## config.mk

```make
export PLATFORM = sky130hd
export DESIGN_NAME = float_norm_int_converter_core
export DESIGN_NICKNAME = d
export VERILOG_FILES = /design/src/sv/fnic_pkg.sv /design/src/sv/fnic_decode.sv /design/src/sv/fnic_shift.sv /design/src/sv/fnic_pack.sv /design/src/sv/float_norm_int_converter_core.sv
export SDC_FILE = /design/constraint.sdc
export NUM_CORES = 2
export LEC_CHECK = 0
export BUFFER_PORTS_ARGS = -buffer_cell sky130_fd_sc_hd__buf_2
export CORE_MARGIN = 2
export CORE_UTILIZATION = 40
export CTS_BUF_LIST = sky130_fd_sc_hd__clkbuf_4 sky130_fd_sc_hd__clkbuf_8 sky130_fd_sc_hd__clkbuf_16
export CTS_CLUSTER_DIAMETER = 50
export DETAILED_ROUTE_END_ITERATION = 8
export PLACE_DENSITY = 0.59
export SLEW_MARGIN = 20
export SYNTH_ARGS = -nofsm -noshare
export SYNTH_HDL_FRONTEND = slang
export SYNTH_SLANG_ARGS = --single-unit
```

## constraint.sdc

```tcl
create_clock -name clk -period 8.7 [get_ports clk]
set_input_delay 1.305 -clock clk [delete_from_list [all_inputs] [get_ports clk]]
set_output_delay 1.305 -clock clk [all_outputs]
set_load 0.03 [all_outputs]
```

## src/sv/fnic_pkg.sv

```systemverilog
// Shared types, command codes and range constants for the float/normalized-integer converter.
// Used by every stage module and by the top level; depends on nothing.
`default_nettype none

package fnic_pkg;

	localparam logic [3:0] CMD_F2U8  = 4'd0;
	localparam logic [3:0] CMD_F2U16 = 4'd1;
	localparam logic [3:0] CMD_F2U32 = 4'd2;
	localparam logic [3:0] CMD_F2S8  = 4'd3;
	localparam logic [3:0] CMD_F2S16 = 4'd4;
	localparam logic [3:0] CMD_F2S32 = 4'd5;
	localparam logic [3:0] CMD_U2F8  = 4'd6;
	localparam logic [3:0] CMD_U2F16 = 4'd7;
	localparam logic [3:0] CMD_U2F32 = 4'd8;
	localparam logic [3:0] CMD_S2F8  = 4'd9;
	localparam logic [3:0] CMD_S2F16 = 4'd10;
	localparam logic [3:0] CMD_S2F32 = 4'd11;

	localparam logic [1:0] KIND_NONE = 2'd0;
	localparam logic [1:0] KIND_F2N  = 2'd1;
	localparam logic [1:0] KIND_N2F  = 2'd2;

	localparam logic [1:0] NSEL_8  = 2'd0;
	localparam logic [1:0] NSEL_16 = 2'd1;
	localparam logic [1:0] NSEL_32 = 2'd2;

	localparam logic [40:0] CAP_MAG = 41'h100_0000_0000;
	localparam logic [31:0] ONE_SINGLE = 32'h3F80_0000;

	localparam logic [0:0] REG_ROUND_BIAS = 1'b0;

	typedef struct packed {
		logic [1:0]        kind;
		logic              is_snorm;
		logic              neg;
		logic              nan;
		logic              inf;
		logic [1:0]        nsel;
		logic [55:0]       prod;
		logic signed [8:0] expo;
		logic              sign;
		logic              one;
		logic              zero;
		logic [63:0]       src;
		logic [31:0]       lzsrc;
		logic [7:0]        ebase;
	} s1_t;

	typedef struct packed {
		logic [1:0]  kind;
		logic        is_snorm;
		logic        neg;
		logic        nan;
		logic [1:0]  nsel;
		logic [40:0] ip;
		logic        half;
		logic        sign;
		logic        one;
		logic        zero;
		logic [24:0] nsig;
		logic        nsticky;
		logic [7:0]  nexp;
	} s2_t;

	function automatic logic [31:0] lim_pos(input logic is_snorm, input logic [1:0] nsel);
		logic [31:0] v;
		case (nsel)
			NSEL_8:  v = is_snorm ? 32'h0000_007F : 32'h0000_00FF;
			NSEL_16: v = is_snorm ? 32'h0000_7FFF : 32'h0000_FFFF;
			default: v = is_snorm ? 32'h7FFF_FFFF : 32'hFFFF_FFFF;
		endcase
		return v;
	endfunction

	function automatic logic [31:0] lim_neg(input logic [1:0] nsel);
		logic [31:0] v;
		case (nsel)
			NSEL_8:  v = 32'h0000_0080;
			NSEL_16: v = 32'h0000_8000;
			default: v = 32'h8000_0000;
		endcase
		return v;
	endfunction

endpackage

`default_nettype wire

```

## src/sv/fnic_decode.sv

```systemverilog
// First stage: command decode, exact scaling product by shift and subtract (shift
// only for negative SNORM), and operand preparation for the integer-to-single path. Depends on fnic_pkg.
`default_nettype none

module fnic_decode (
	input  wire logic         clk,
	input  wire logic         en,
	input  wire logic [3:0]   command,
	input  wire logic [31:0]  operand,
	output fnic_pkg::s1_t     st_s1
);
	import fnic_pkg::*;

	s1_t         d;
	logic [7:0]  e_field;
	logic [22:0] frac;
	logic [55:0] mw;
	logic [55:0] pm;
	logic [5:0]  sh;
	logic [31:0] msk;
	logic [31:0] v;
	logic [31:0] a;
	logic        pos;
	logic        hbit;

	always_comb begin
		e_field = operand[30:23];
		frac = operand[22:0];
		d = '0;
		case (command)
			CMD_F2U8, CMD_F2S8, CMD_U2F8, CMD_S2F8: d.nsel = NSEL_8;
			CMD_F2U16, CMD_F2S16, CMD_U2F16, CMD_S2F16: d.nsel = NSEL_16;
			default: d.nsel = NSEL_32;
		endcase
		case (command) inside
			[CMD_F2U8:CMD_F2S32]: d.kind = KIND_F2N;
			[CMD_U2F8:CMD_S2F32]: d.kind = KIND_N2F;
			default: d.kind = KIND_NONE;
		endcase
		d.is_snorm = (command inside {[CMD_F2S8:CMD_F2S32], [CMD_S2F8:CMD_S2F32]});

		d.neg = operand[31] && (operand[30:0] != 31'd0);
		d.nan = (e_field == 8'hFF) && (frac != 23'd0);
		d.inf = (e_field == 8'hFF) && (frac == 23'd0);
		d.expo = (e_field != 8'd0) ? ($signed({1'b0, e_field}) - 9'sd150) : -9'sd149;
		mw = {32'd0, (e_field != 8'd0), frac};
		case (d.nsel)
			NSEL_8:  sh = d.is_snorm ? 6'd7 : 6'd8;
			NSEL_16: sh = d.is_snorm ? 6'd15 : 6'd16;
			default: sh = d.is_snorm ? 6'd31 : 6'd32;
		endcase
		pm = mw << sh;
		d.prod = (d.is_snorm && d.neg) ? pm : (pm - mw);

		case (d.nsel)
			NSEL_8:  msk = 32'h0000_00FF;
			NSEL_16: msk = 32'h0000_FFFF;
			default: msk = 32'hFFFF_FFFF;
		endcase
		v = operand & msk;
		case (d.nsel)
			NSEL_8:  hbit = v[7];
			NSEL_16: hbit = v[15];
			default: hbit = v[31];
		endcase
		pos = !(d.is_snorm && hbit);
		a = pos ? v : ((32'd0 - v) & msk);
		d.sign = !pos;
		d.zero = (a == 32'd0);
		d.one = pos && (a == (d.is_snorm ? (msk >> 1) : msk));
		if (pos) begin
			d.ebase = 8'd126;
			case ({d.is_snorm, d.nsel})
				{1'b0, NSEL_8}: begin
					d.src = {8{a[7:0]}};
					d.lzsrc = a << 24;
				end
				{1'b0, NSEL_16}: begin
					d.src = {4{a[15:0]}};
					d.lzsrc = a << 16;
				end
				{1'b1, NSEL_8}: begin
					d.src = {{9{a[6:0]}}, a[6]};
					d.lzsrc = a << 25;
				end
				{1'b1, NSEL_16}: begin
					d.src = {{4{a[14:0]}}, a[14:11]};
					d.lzsrc = a << 17;
				end
				{1'b1, NSEL_32}: begin
					d.src = {{2{a[30:0]}}, a[30:29]};
					d.lzsrc = a << 1;
				end
				default: begin
					d.src = {2{a}};
					d.lzsrc = a;
				end
			endcase
		end else begin
			d.src = {a, 32'd0};
			d.lzsrc = a;
			d.ebase = 8'd159 - {2'd0, sh} - 8'd1;
		end
	end

	always_ff @(posedge clk) begin
		if (en) begin
			st_s1 <= d;
		end
	end

endmodule

`default_nettype wire

```

## src/sv/fnic_shift.sv

```systemverilog
// Second stage: exponent shift of the scaled product with capping and half-bit
// extraction, and normalization for the integer-to-single path. Depends on fnic_pkg.
`default_nettype none

module fnic_shift (
	input  wire logic          clk,
	input  wire logic          en,
	input  wire fnic_pkg::s1_t st_s1,
	output fnic_pkg::s2_t      st_s2
);
	import fnic_pkg::*;

	s2_t         d;
	logic [96:0] wide;
	logic [55:0] rsh;
	logic [55:0] hsh;
	logic [7:0]  k;
	logic [5:0]  lz;
	logic [63:0] norm;

	always_comb begin
		d = '0;
		d.kind = st_s1.kind;
		d.is_snorm = st_s1.is_snorm;
		d.neg = st_s1.neg;
		d.nan = st_s1.nan;
		d.nsel = st_s1.nsel;
		d.sign = st_s1.sign;
		d.one = st_s1.one;
		d.zero = st_s1.zero;
		wide = {41'd0, st_s1.prod} << st_s1.expo[5:0];
		k = 8'd0 - st_s1.expo[7:0];
		rsh = st_s1.prod >> k[5:0];
		hsh = st_s1.prod >> (k[5:0] - 6'd1);
		if (st_s1.inf) begin
			d.ip = CAP_MAG;
		end else if (st_s1.prod == 56'd0) begin
			d.ip = '0;
		end else if (!st_s1.expo[8]) begin
			if (st_s1.expo >= 9'sd41 || wide >= 97'(CAP_MAG)) begin
				d.ip = CAP_MAG;
			end else begin
				d.ip = wide[40:0];
			end
		end else if (k >= 8'd64) begin
			d.ip = '0;
		end else begin
			d.ip = (rsh >= 56'(CAP_MAG)) ? CAP_MAG : rsh[40:0];
			d.half = hsh[0];
		end

		lz = 6'd32;
		for (int i = 0; i < 32; i++) begin
			if (st_s1.lzsrc[i]) begin
				lz = 6'(31 - i);
			end
		end
		norm = st_s1.src << lz[4:0];
		d.nsig = norm[63:39];
		d.nsticky = st_s1.sign ? (norm[38:0] != 39'd0) : 1'b1;
		d.nexp = st_s1.ebase - {2'd0, lz};
	end

	always_ff @(posedge clk) begin
		if (en) begin
			st_s2 <= d;
		end
	end

endmodule

`default_nettype wire

```

## src/sv/fnic_pack.sv

```systemverilog
// Third stage: bias, clamp and saturation flag for float-to-integer, rounding
// and packing for integer-to-single, into the output register. Depends on fnic_pkg.
`default_nettype none

module fnic_pack (
	input  wire logic          clk,
	input  wire logic          en,
	input  wire logic          round_bias,
	input  wire fnic_pkg::s2_t st_s2,
	output logic        [31:0] result,
	output logic               saturated
);
	import fnic_pkg::*;

	logic [31:0] res;
	logic        sat;
	logic [41:0] mag;
	logic [31:0] lp;
	logic [31:0] ln;
	logic        up;
	logic [24:0] s25;
	logic [7:0]  ex;

	always_comb begin
		res = 32'd0;
		sat = 1'b0;
		lp = lim_pos(st_s2.is_snorm, st_s2.nsel);
		ln = lim_neg(st_s2.nsel);
		mag = 42'(st_s2.ip) + 42'(round_bias & st_s2.half);
		up = st_s2.nsig[0] && (st_s2.nsticky || st_s2.nsig[1]);
		s25 = {1'b0, st_s2.nsig[24:1]} + 25'(up);
		ex = s25[24] ? (st_s2.nexp + 8'd1) : st_s2.nexp;
		case (st_s2.kind)
			KIND_F2N: begin
				if (st_s2.nan) begin
					res = 32'd0;
				end else if (!st_s2.neg) begin
					if (mag > 42'(lp)) begin
						sat = 1'b1;
						res = lp;
					end else begin
						res = mag[31:0];
					end
				end else if (st_s2.is_snorm) begin
					if (mag > 42'(ln)) begin
						sat = 1'b1;
						res = 32'd0 - ln;
					end else begin
						res = 32'd0 - mag[31:0];
					end
				end else begin
					sat = round_bias ? (mag >= 42'd2) : (st_s2.ip != 41'd0);
				end
			end
			KIND_N2F: begin
				if (st_s2.zero) begin
					res = 32'd0;
				end else if (st_s2.one) begin
					res = ONE_SINGLE;
				end else begin
					res = {st_s2.sign, ex, s25[24] ? 23'd0 : s25[22:0]};
				end
			end
			default: begin
				res = 32'd0;
			end
		endcase
	end

	always_ff @(posedge clk) begin
		if (en) begin
			result <= res;
			saturated <= sat;
		end
	end

endmodule

`default_nettype wire

```

## src/sv/float_norm_int_converter_core.sv

```systemverilog
// Float to UNORM/SNORM and back, three-stage pipeline plus the APB bias register.
// Instantiates fnic_decode, fnic_shift and fnic_pack; depends on fnic_pkg.
// Each beat passes the stage-one, stage-two and output registers; one beat per cycle while out_ready holds.
// Each stage advances when it is empty or its successor advances, so bubbles collapse.
// Reset clears the stage valid bits and sets the round-bias register bias_q to 1.
`default_nettype none

module float_norm_int_converter_core (
	input  wire logic        clk,
	input  wire logic        arst_n,
	input  wire logic        psel,
	input  wire logic        penable,
	input  wire logic        pwrite,
	input  wire logic [2:0]  paddr,
	input  wire logic [31:0] pwdata,
	output logic      [31:0] prdata,
	output logic             pready,
	input  wire logic        in_valid,
	output logic             in_ready,
	input  wire logic [3:0]  command,
	input  wire logic [31:0] operand,
	output logic             out_valid,
	input  wire logic        out_ready,
	output logic      [31:0] result,
	output logic             saturated
);
	import fnic_pkg::*;

	logic  bias_q;
	logic  v_s1;
	logic  v_s2;
	logic  en1;
	logic  en2;
	logic  en3;
	s1_t   st_s1;
	s2_t   st_s2;

	assign pready = 1'b1;
	assign prdata = (paddr[2] == REG_ROUND_BIAS) ? {31'd0, bias_q} : 32'd0;

	always_ff @(posedge clk or negedge arst_n) begin
		if (!arst_n) begin
			bias_q <= 1'b1;
		end else if (psel && penable && pwrite && paddr[2] == REG_ROUND_BIAS) begin
			bias_q <= pwdata[0];
		end
	end

	assign en3 = !out_valid || out_ready;
	assign en2 = !v_s2 || en3;
	assign en1 = !v_s1 || en2;
	assign in_ready = en1;

	always_ff @(posedge clk or negedge arst_n) begin
		if (!arst_n) begin
			v_s1 <= 1'b0;
			v_s2 <= 1'b0;
			out_valid <= 1'b0;
		end else begin
			if (en1) begin
				v_s1 <= in_valid;
			end
			if (en2) begin
				v_s2 <= v_s1;
			end
			if (en3) begin
				out_valid <= v_s2;
			end
		end
	end

	fnic_decode u_decode (
		.clk(clk),
		.en(en1 && in_valid),
		.command(command),
		.operand(operand),
		.st_s1(st_s1)
	);

	fnic_shift u_shift (
		.clk(clk),
		.en(en2 && v_s1),
		.st_s1(st_s1),
		.st_s2(st_s2)
	);

	fnic_pack u_pack (
		.clk(clk),
		.en(en3 && v_s2),
		.round_bias(bias_q),
		.st_s2(st_s2),
		.result(result),
		.saturated(saturated)
	);

`ifndef ASSERT_OFF
	a_ready_only_when_full: assert property (@(posedge clk) disable iff (!arst_n)
		!in_ready |-> (v_s1 && v_s2 && out_valid && !out_ready))
		else $error("input stalled while the pipeline has room");
	a_s1_fill: assert property (@(posedge clk) disable iff (!arst_n)
		(in_valid && in_ready) |=> v_s1)
		else $error("accepted beat did not reach stage one");
	a_s3_fill: assert property (@(posedge clk) disable iff (!arst_n)
		(v_s2 && en3) |=> out_valid)
		else $error("stage two beat lost on the way to the output");
`endif

endmodule

`default_nettype wire

```

==> results_dict.tcl <==
set metrics [dict create \
    status "finished clean" \
    ys_seq_area_share_pct 28.01 \
    dp_hpwl_mm 91.64 \
    synth_edf_count 289 \
    critical_path_class "in -> reg" \
    cts_resized 0 \
    antenna_left 0 \
    cts.clk_slew.worst_paths_ns 0.05 \
    synth-simple-area-share_pct 22.06 \
    start_util_pct 40.46 \
    ys.flop_type "edfxtp_1" \
    setup_viol 0 \
    grt_max_degree 114 \
    tns_ns 0 \
    area_growth_pct 7.976 \
    yosysTopAreaCellShare_pct 27.69 \
    synth.area.mux_share_pct 16.12 \
    fin_ws_ns 2.027 \
    cts_tree "yes" \
    vias 31360 \
    post_cts_buffers 0 \
    synth-compound-area-share_pct 20.36 \
    dpl_cell_area_um2 32470 \
    maxCapViolations 0 \
    rsz0062_at_grt "false" \
    syn_avg_cell_area_um2 8.201 \
    ys_types 94 \
    ys_ff_latch 293 \
    worst_clock_skew_ns 0.02122 \
    drive_gt1_share_pct 11.03 \
    yosys_warnings 0 \
    root_buffer "clkbuf_16" \
    antenna_found_initial 3 \
    synth_xor_area_share_pct 4.858 \
    max_freq_mhz 149.8 \
    hold_buffers 0 \
    cts.sinks 293 \
    synthTopCellsByCount "nand2_1, nor2_1, edfxtp_1, a21oi_1, o21ai_0" \
    netlist_top_cells_area "edfxtp_1, mux4_2, mux2i_1" \
    synth.most_common_cell "nand2_1" \
    yosysTopAreaCell "edfxtp_1" \
    synthAdderAreaFrac_pct 3.074 \
    gp_congestion 1.092 \
    hold_viol_final 0 \
    crit_fanout 14 \
    die_y_um 283.9 \
    grt_pass1_vias 28720 \
    ys_async_sr_fraction_pct 1.365 \
    track_usage_pct 29.24 \
    wire_per_inst_um 25.45 \
    die-area_um2 80610 \
    grtUsageMet1_pct 40.77 \
    nets 3891 \
    slew_headroom_pct 20.65 \
    use_met2_pct 43.41 \
    fin_crit_sh_pct 76.71 \
    start_kind "input pin" \
    clock_path_buffers 3 \
    overflow 0 \
    cts_made_buffers 39 \
    post-route-min-period_ns 6.673 \
    drt-total-wl_mm 122.3 \
    port_buffers 80 \
    ios 146 \
    grt_use_met3_pct 6.696 \
    dp_slack_ns 1.752 \
    synthCells 3822 \
    crit_arrival_ns 6.95 \
    worst_pin_slew_ns 1.179 \
    powerDensity_nw_per_um2 197.7 \
    vias_per_cell 6.526 \
    endpoint_kind "flip-flop" \
    finalMaxSlewViolations 0 \
    hold_path.class "reg -> reg" \
    netlist_area_um2 31340 \
    rows 102 \
    drt_iter0_drc 4673 \
    irDropWorstVdd_v 0.0001237 \
    synth_top_family_by_area "simple AND/OR/NAND/NOR gates" \
    core_area_um2 77470 \
    top_usage_layer "met2" \
    fin_area_um2 33840 \
    drt_pass1_iterations 8 \
    die_w_um 283.9 \
    cts_max_level 2 \
    leakage_nw 12.45 \
    required_ns 8.97 \
    insertion_delay_ns 0.56 \
    drc 0 \
    grt_pass1_wl_mm 182.3 \
]
-- placed cells by master, fill, tap and decap left out, drive strengths merged, types with 14 or more instances in the layout --
| master | count |
|---|---|
| nand2 | 544 |
| nor2 | 380 |
| edfxtp | 289 |
| o21ai | 282 |
| a21oi | 277 |
| mux2i | 211 |
| buf | 150 |
| nand3 | 132 |
| xnor2 | 123 |
| mux4 | 113 |
| inv | 97 |
| nor3 | 90 |
| ha | 77 |
| nor4 | 64 |
| nand4 | 59 |
| a31oi | 58 |
| xor2 | 50 |
| o22ai | 47 |
| a211oi | 45 |
| clkbuf | 44 |
| o211ai | 42 |
| conb | 39 |
| mux2 | 35 |
| and2 | 35 |
| and3 | 31 |
| nand2b | 30 |
| or3 | 30 |
| o31ai | 26 |
| a21o | 24 |
| nor2b | 23 |
| o21a | 21 |
| a221oi | 19 |
| and4 | 17 |
| or4 | 16 |
| a22oi | 14 |
| a2111oi | 14 |
-- critical path: stages --
cell and delay [ns]:
buf_2 0.12, inv_1 0.08, ha_1 0.22, mux2i_1 0.09, o22a_1 0.41, a21oi_1 0.83, buf_4 0.29, nor2_1 0.10
a2bb2oi_1 0.20, nor2_1 0.09, ha_1 0.35, a21o_1 0.20, a21oi_1 0.15, nor3b_1 0.32, nand3_1 0.11, o21ai_0 0.56
o32a_1 0.35, o211ai_1 0.14, nor3_1 0.53, nand2_1 0.18, nor3b_1 0.21, o31ai_1 0.09
-- routing by layer --
metal	up-vias	routed length (um)
met5	-	25
met4	4	6077
met1	14820	50640
li1	14140	-
met2	2015	51880
met3	379	13650
-- path summary, 6_finish.rpt --
| check | start | to | slack (ns) | cells after the start |
|---|---|---|---|---|
| worst min-delay path | u_decode.st_s1[176] | u_shift.st_s2[82] | 0.41 | 0 |
| worst max register to register | bias_q | u_pack.result[17] | 2.09 | 21 |
| max in group asynchronous | arst_n | bias_q | 7.95 | 1 |
| worst min register to register | u_decode.st_s1[176] | u_shift.st_s2[82] | 0.41 | 0 |
| worst max-delay path | command[1] | u_decode.st_s1[157] | 2.03 | 22 |
| min in group asynchronous | arst_n | out_valid | 0.55 | 1 |
-- stage by stage --
| step | hold WS (ns) | power (mW) | util, % | instances |
|---|---|---|---|---|
| after global placement | 0.4029 | 4.903 | 41.91 | 4735 |
| final | 0.4142 | 6.691 | 43.69 | 4805 |
| after detailed placement | 0.4045 | 4.903 | 41.91 | 4735 |
| after global routing | 0.4155 | 7.003 | 43.68 | 4804 |
| after floorplan | 0.4003 | 4.011 | - | 3859 |
| after CTS | 0.4073 | 6.614 | 43.68 | 4804 |
-- sequential cells by signal, indices dropped and copies added, names as in the netlist --
| name | flops |
|---|---|
| bias_q | 1 |
| out_valid | 1 |
| u_shift.st_s2 | 86 |
| v_s2 | 1 |
| v_s1 | 1 |
| u_pack.saturated | 1 |
| u_decode.st_s1 | 170 |
| u_pack.result | 32 |
-- cell families (layout without fill, tap and decap cells) --
logic type	Yosys count	after routing
AOI/OAI and AO/OA	1015	1015
xor gates and xnor gates	173	173
adders and majority gates	77	77
buffers and inverters	409	314
DFF	293	293
muxes	359	359
other	2	40
and+or+nand+nor	1494	1494
-- power breakdown --
part           switching (mW)  internal (mW)
registers               0.247           1.83
logic                    1.90           1.02
clock network           0.615           1.08
-- layout make-up --
class	count	area (um^2)
Clock inverter	25	356.6
Inverter	95	356.6
Timing Repair Buffer	150	950.9
Tap cell	1040	1301
Sequential cell	293	8780
Antenna cell	1	2.502
Multi-Input combinational cell	3157	21080
Fill cell	7795	43620
Clock buffer	44	1013
(Power assumes the default switching activity.)
